## src/rtl/cfup_pkg.sv

```systemverilog
// ----------------------------------------------------------------------------
// cfup_pkg
// Shared widths, constants, stage payload types and the divider step for the
// cube face UV projection core.
// ----------------------------------------------------------------------------
package cfup_pkg;

  // Field widths
  localparam int unsigned DIR_W    = 16;  // signed direction component
  localparam int unsigned MAG_W    = 16;  // major axis magnitude, 0..32768
  localparam int unsigned NUM_W    = 17;  // signed numerator, -32768..32768
  localparam int unsigned TEX_W    = 17;  // unsigned Q0.16 coordinate, 0..65536
  localparam int unsigned REM_W    = 15;  // partial remainder, always below m
  localparam int unsigned LO_W     = 2;   // dividend bits still to be fed in
  localparam int unsigned QUO_BITS = 17;  // quotient bits produced per lane

  // Centre of the face, returned for a zero vector
  localparam logic [TEX_W-1:0] HALF_SCALE = TEX_W'(32768);

  // Default number of divider steps in one pipeline stage
  localparam int unsigned STEPS_PER_STAGE_DEF = 3;

  // One lane of the restoring divider
  typedef struct packed {
    logic [REM_W-1:0] rem;
    logic [TEX_W-1:0] quo;
    logic [LO_W-1:0]  lo;
  } div_lane_t;

  // Payload carried down the divider pipeline
  typedef struct packed {
    div_lane_t        u;
    div_lane_t        v;
    logic [MAG_W-1:0] mag;
    logic             zero;
  } div_t;

  // One restoring step: bring in the next dividend bit, trial subtract.
  function automatic div_lane_t div_step(div_lane_t l, logic [MAG_W-1:0] m);
    logic [MAG_W-1:0] r2;
    div_lane_t        o;
    r2    = {l.rem, l.lo[LO_W-1]};
    o     = l;
    o.lo  = {l.lo[LO_W-2:0], 1'b0};
    o.quo = {l.quo[TEX_W-2:0], 1'b0};
    if (r2 >= m) begin
      o.rem    = REM_W'(r2 - m);
      o.quo[0] = 1'b1;
    end else begin
      o.rem = r2[REM_W-1:0];
    end
    return o;
  endfunction

endpackage

```

## src/rtl/cfup_front.sv

```systemverilog
// ----------------------------------------------------------------------------
// cfup_front
// Two pipeline stages: major axis selection with face numerators, then the
// offset sums that seed both divider lanes.
// ----------------------------------------------------------------------------
module cfup_front
  import cfup_pkg::*;
(
  input  logic                    clk_i,
  input  logic [1:0]              en_i,
  input  logic signed [DIR_W-1:0] dir_x_i,
  input  logic signed [DIR_W-1:0] dir_y_i,
  input  logic signed [DIR_W-1:0] dir_z_i,
  output div_t                    q_o
);

  logic signed [NUM_W-1:0] xs, ys, zs;
  logic [MAG_W-1:0]        ax, ay, az;
  logic [MAG_W-1:0]        mag_d, mag_q;
  logic signed [NUM_W-1:0] nu_d, nu_q, nv_d, nv_q;
  logic [NUM_W-1:0]        su, sv;
  div_t                    div_d, div_q;

  // Widen and take magnitudes; the most negative value stays exact
  assign xs = NUM_W'(dir_x_i);
  assign ys = NUM_W'(dir_y_i);
  assign zs = NUM_W'(dir_z_i);
  assign ax = dir_x_i[DIR_W-1] ? MAG_W'(-xs) : MAG_W'(xs);
  assign ay = dir_y_i[DIR_W-1] ? MAG_W'(-ys) : MAG_W'(ys);
  assign az = dir_z_i[DIR_W-1] ? MAG_W'(-zs) : MAG_W'(zs);

  // Pick the face: z wins ties over y, y over x
  always_comb begin
    if (az >= ax && az >= ay) begin
      mag_d = az;
      nu_d  = dir_z_i[DIR_W-1] ? -xs : xs;
      nv_d  = ys;
    end else if (ay >= ax && ay >= az) begin
      mag_d = ay;
      nu_d  = dir_y_i[DIR_W-1] ? xs : -xs;
      nv_d  = zs;
    end else begin
      mag_d = ax;
      nu_d  = dir_x_i[DIR_W-1] ? zs : -zs;
      nv_d  = ys;
    end
  end

  // Hold the face selection
  always_ff @(posedge clk_i) begin
    if (en_i[0]) begin
      mag_q <= mag_d;
      nu_q  <= nu_d;
      nv_q  <= nv_d;
    end
  end

  // Offset numerators into 0..2m and seed the dividers; the sum never
  // leaves 0..65536, so it wraps back into range at this width
  assign su = NUM_W'(nu_q) + NUM_W'(mag_q);
  assign sv = NUM_W'(nv_q) + NUM_W'(mag_q);

  always_comb begin
    div_d.u.rem = su[NUM_W-1:LO_W];
    div_d.u.lo  = su[LO_W-1:0];
    div_d.u.quo = '0;
    div_d.v.rem = sv[NUM_W-1:LO_W];
    div_d.v.lo  = sv[LO_W-1:0];
    div_d.v.quo = '0;
    div_d.mag   = mag_q;
    div_d.zero  = (mag_q == '0);
  end

  always_ff @(posedge clk_i) begin
    if (en_i[1]) begin
      div_q <= div_d;
    end
  end

  assign q_o = div_q;

endmodule

```

## src/rtl/cfup_div_stage.sv

```systemverilog
// ----------------------------------------------------------------------------
// cfup_div_stage
// One divider pipeline stage: a few restoring steps on both lanes, then a
// register.
// ----------------------------------------------------------------------------
module cfup_div_stage
  import cfup_pkg::*;
#(
  parameter int unsigned STEPS = STEPS_PER_STAGE_DEF
) (
  input  logic clk_i,
  input  logic en_i,
  input  div_t d_i,
  output div_t q_o
);

  div_t step_d, step_q;

  // Run the restoring steps of this stage
  always_comb begin
    step_d = d_i;
    for (int unsigned j = 0; j < STEPS; j++) begin
      step_d.u = div_step(step_d.u, step_d.mag);
      step_d.v = div_step(step_d.v, step_d.mag);
    end
  end

  always_ff @(posedge clk_i) begin
    if (en_i) begin
      step_q <= step_d;
    end
  end

  assign q_o = step_q;

endmodule

```

## src/rtl/cube_face_uv_projection_core.sv

```systemverilog
// ----------------------------------------------------------------------------
// cube_face_uv_projection_core
// Projects a signed direction onto its cube face and returns face UV
// coordinates in unsigned Q0.16.
// ----------------------------------------------------------------------------
// Takes one direction transaction per clock while in_stall_o is low and
// returns one result per transaction, in order. Two stages pick the face
// and form the offset numerators, then a pipelined restoring divider works
// out 17 quotient bits per coordinate, STEPS_PER_STAGE bits in each stage
// but the last, which takes whatever remain. Valid bits travel with the data
// and each stage fills whenever it is empty or its successor moves, so
// bubbles collapse and a stalled output holds its result while earlier
// stages keep filling. An all-zero direction returns the face centre
// (32768, 32768) with zero_vector set.
// ----------------------------------------------------------------------------
module cube_face_uv_projection_core
  import cfup_pkg::*;
#(
  parameter int unsigned STEPS_PER_STAGE = STEPS_PER_STAGE_DEF
) (
  input  logic                    clk_i,
  input  logic                    rst_ni,
  input  logic                    in_valid_i,
  output logic                    in_stall_o,
  input  logic signed [DIR_W-1:0] dir_x_i,
  input  logic signed [DIR_W-1:0] dir_y_i,
  input  logic signed [DIR_W-1:0] dir_z_i,
  output logic                    out_valid_o,
  input  logic                    out_stall_i,
  output logic [TEX_W-1:0]        tex_u_o,
  output logic [TEX_W-1:0]        tex_v_o,
  output logic                    zero_vector_o
);

  localparam int unsigned DIV_STAGES = (QUO_BITS + STEPS_PER_STAGE - 1) / STEPS_PER_STAGE;
  localparam int unsigned N_STAGES   = DIV_STAGES + 2;

  logic [N_STAGES-1:0] valid_d, valid_q;
  logic [N_STAGES:0]   ready;
  div_t                stage_data [DIV_STAGES+1];
  div_t                last;

  // Stage k may load when it is empty or its contents move on
  assign ready[N_STAGES] = !out_stall_i;
  for (genvar k = 0; k < N_STAGES; k++) begin : g_ready
    assign ready[k] = !valid_q[k] || ready[k+1];
  end

  // Advance valid bits alongside the data
  always_comb begin
    valid_d[0] = ready[0] ? in_valid_i : valid_q[0];
    for (int unsigned k = 1; k < N_STAGES; k++) begin
      valid_d[k] = ready[k] ? valid_q[k-1] : valid_q[k];
    end
  end

  always_ff @(posedge clk_i or negedge rst_ni) begin
    if (!rst_ni) begin
      valid_q <= '0;
    end else begin
      valid_q <= valid_d;
    end
  end

  // Face selection and divider seeding
  cfup_front u_front (
    .clk_i   (clk_i),
    .en_i    (ready[1:0]),
    .dir_x_i (dir_x_i),
    .dir_y_i (dir_y_i),
    .dir_z_i (dir_z_i),
    .q_o     (stage_data[0])
  );

  // Divider pipeline; the last stage takes whatever steps remain
  for (genvar k = 0; k < DIV_STAGES; k++) begin : g_div
    localparam int unsigned STEPS_LEFT = QUO_BITS - k * STEPS_PER_STAGE;
    localparam int unsigned STEPS_HERE =
      (STEPS_LEFT < STEPS_PER_STAGE) ? STEPS_LEFT : STEPS_PER_STAGE;

    cfup_div_stage #(
      .STEPS (STEPS_HERE)
    ) u_stage (
      .clk_i (clk_i),
      .en_i  (ready[k+2]),
      .d_i   (stage_data[k]),
      .q_o   (stage_data[k+1])
    );
  end

  // Drive the result; a zero vector lands on the face centre
  assign last          = stage_data[DIV_STAGES];
  assign in_stall_o    = !ready[0];
  assign out_valid_o   = valid_q[N_STAGES-1];
  assign tex_u_o       = last.zero ? HALF_SCALE : last.u.quo;
  assign tex_v_o       = last.zero ? HALF_SCALE : last.v.quo;
  assign zero_vector_o = last.zero;

endmodule

```

## config.mk

```make
export PLATFORM = sky130hd
export DESIGN_NAME = cube_face_uv_projection_core
export DESIGN_NICKNAME = d
export VERILOG_FILES = /design/src/rtl/cfup_pkg.sv /design/src/rtl/cfup_front.sv /design/src/rtl/cfup_div_stage.sv /design/src/rtl/cube_face_uv_projection_core.sv
export SDC_FILE = /design/constraint.sdc
export NUM_CORES = 2
export LEC_CHECK = 0
export BUFFER_PORTS_ARGS = -buffer_cell sky130_fd_sc_hd__buf_2
export CORE_MARGIN = 2
export CORE_UTILIZATION = 59
export DETAILED_ROUTE_END_ITERATION = 7
export PLACE_DENSITY = 0.76
export RECOVER_POWER = 100
export SLEW_MARGIN = 30
export SYNTH_ARGS = -nofsm -noshare
export SYNTH_HDL_FRONTEND = slang
export SYNTH_SLANG_ARGS = --single-unit
```

## constraint.sdc

```tcl
create_clock -name clk_i -period 8.66 [get_ports clk_i]
set_input_delay 0 -clock clk_i [delete_from_list [all_inputs] [get_ports clk_i]]
set_output_delay 0 -clock clk_i [all_outputs]
set_load 0.02 [all_outputs]
```

==> flow_summary.json <==
{
  "status": "finished with violations",
  "violations": "max-capacitance violations, max-slew violations",
  "cts_htree_levels": 2,
  "use_met1": 0.393,
  "cts_buffer_depth": 3,
  "cts-root-buf": "clkbuf_16",
  "whs_ns": 0.0636,
  "antenna_left": 0,
  "dp.cells": 6059,
  "routed_wirelength_um": 134000,
  "tritoncts": "built",
  "met3_usage": 0.0360,
  "vias": 39690,
  "hold_depth": 4,
  "die_w_um": 285,
  "setup_tns_ns": 0,
  "synth-edff-count": 460,
  "io_pins": 89,
  "die_h_um": 285,
  "fp.dieArea_sq_um": 81400,
  "cts.sinks": 468,
  "r2r_cells": 28,
  "fin_nets": 5827,
  "synth_top_area_share": 0.296,
  "cts_made_buffers": 55,
  "core_area_sq_um": 78600,
  "layout.cells.non_filler": 6244,
  "synth_cell_types": 96,
  "grt_max_degree": 67,
  "globalRouteOverflowTotal": 0,
  "crit_path_start": "g_div[0].u_stage.q_o[2]$_DFFE_PP_",
  "grt_use_total": 0.322,
  "fin_crit_sh": 0.945,
  "synth_top_area_cell": "edfxtp_1",
  "slowest_stage": "or4_1",
  "yosysSeqAreaShare": 0.300,
  "synthFlopType": "edfxtp_1",
  "arrival_ns": 8.55,
  "port_buffers": 88,
  "r2r-start": "g_div[0].u_stage.q_o[2]$_DFFE_PP_",
  "startpoint_type": "flop",
  "endpoint_kind": "flop",
  "synth_area_sq_um": 46700,
  "vias_per_cell": 6.36,
  "first_iter_violations": 3011,
  "syn_inst": 4920,
  "routedWlPerCell_um": 21.4,
  "slowest_delay_ns": 0.52,
  "worst_pin_slew_ns": 3.75,
  "skew_ns": 0.0492,
  "busiest_layer": "met2",
  "hold_path_startpoint": "dir_y_i[11]",
  "grt_pass1_vias": 38196,
  "dp_hpwl_um": 103000,
  "min_path_type": "in2reg",
  "period_needed_ns": 8.18,
  "drive_above_1_share": 0.123,
  "ys_seq_elements": 468,
  "syn_nets": 5599,
  "max-slew-margin-rel": -1.50,
  "route.detailed.drc": 0,
  "cp.required_ns": 9.03,
  "crit_path_max_fanout": 15,
  "async_flop_share": 0.0171,
  "hold_viol": 0,
  "setup_viol": 0,
  "avgSynthCellArea_sq_um": 9.48,
  "antenna_found_initial": 2,
  "critPathKind": "reg2reg",
  "synth.most_common_cell": "ha_1",
  "drv_cap": 10,
  "num_rows": 103,
  "synthTopCellsByArea": "edfxtp_1, ha_1, mux2_2, xnor2_1, a21oi_1",
  "gp_congestion": 0.970,
  "fmax_mhz": 122,
  "yosysWarnings": 0,
  "slew_viol_final": 497,
  "use_met2": 0.553,
  "clock_latency_ns": 0.66,
  "grt_first_pass_wirelength_um": 208000,
  "synthTopCellsByCount": "ha_1, edfxtp_1, nor2_1, a21oi_1, mux2_2",
  "clkTransAtPathRegs_ns": 0.07,
  "start_util": 0.594,
  "firstDrtPassIters": 6,
  "syn2layout_area_growth_pct": 9.89,
  "fin_util": 0.652
}
-- layout make-up --
cell class	count	area (sq um)
clock inverter	40	392
multi-input combinational	4088	31300
antenna	1	2.50
fill	6427	27300
sequential	468	14000
inverter	281	1060
tap	1050	1310
clock buffer	62	1410
timing repair buffer	254	1760
-- flip-flops by register name (all words and copies together) (netlist names) --
register,cells
u_front.q_o,51
u_front.mag_q,16
g_div.u_stage.q_o,360
u_front.nu_q,17
u_front.nv_q,16
valid_q,8
-- worst max-delay path, delay by kind of cell (launching register included) --
kind            cells  cell delay, ns
simple gates        1            0.52
mux                 3            1.14
flops               1            0.49
fa+ha+maj           3            1.03
compound gates     15            3.24
buf+inv             6            1.49
-- cell families after synthesis --
| kind of cell | count (synthesis) | share of synthesized area |
|---|---|---|
| adder cells (fa/ha/maj) | 627 | 0.171 |
| AO/OA/AOI/OAI | 1375 | 0.195 |
| XOR/XNOR | 389 | 0.0730 |
| flip-flops | 468 | 0.300 |
| buffers and inverters | 364 | 0.0299 |
| AND/OR/NAND/NOR | 1324 | 0.141 |
| multiplexers | 373 | 0.0894 |
-- routing by layer --
layer | share of wire | vias to the layer above
li1 | - | 19052
met1 | 0.39 | 18635
met2 | 0.48 | 1538
met3 | 0.062 | 463
met4 | 0.067 | 2
met5 | 0.00010 | -
-- stage by stage --
step | instance area [sq um] | setup WS [ns]
after floorplan | 46700 | 0.718
after global placement | 48800 | 0.562
after detailed placement | 48800 | 0.392
after CTS | 51300 | 0.328
after global routing | 51300 | -0.00489
final | 51300 | 0.480
-- final timing paths --
check	end	slack (ns)
min	u_front.mag_q[11]$_DFFE_PN_	0.06
max reg2reg	g_div[1].u_stage.q_o[39]$_DFFE_PP_	0.48
max	g_div[1].u_stage.q_o[39]$_DFFE_PP_	0.48
max in group asynchronous	valid_q[2]$_DFFE_PN0P_	7.60
min reg2reg	g_div[3].u_stage.q_o[64]$_DFFE_PP_	0.40
min in group asynchronous	valid_q[7]$_DFFE_PN0P_	0.62
-- cell usage in the layout, fill, tap and decap left out, drive strengths merged, types with 39 or more instances in the layout --
| cell type | count |
|---|---|
| a31oi | 56 |
| o21a | 108 |
| nor2 | 377 |
| nor2b | 92 |
| edfxtp | 460 |
| and3 | 39 |
| a21o | 138 |
| ha | 609 |
| xnor2 | 268 |
| or3 | 50 |
| xor2 | 121 |
| a211oi | 54 |
| o21ai | 275 |
| nand2 | 269 |
| a21oi | 359 |
| nand4 | 59 |
| nand2b | 84 |
| clkbuf | 121 |
| nor3 | 119 |
| mux2 | 339 |
| dlygate4sd3 | 77 |
| nand3 | 75 |
| buf | 118 |
| inv | 287 |
-- timing repair --
action                     4_1_cts  5_1_grt
hold buffers                    77        0
setup endpoints to repair        0       40
hold endpoints to repair        55        0
gates resized for setup          0       11
setup buffers                    0        4
Power is not shown: default switching activity piles up to over one toggle a cycle in this logic, so the estimate is an artifact.
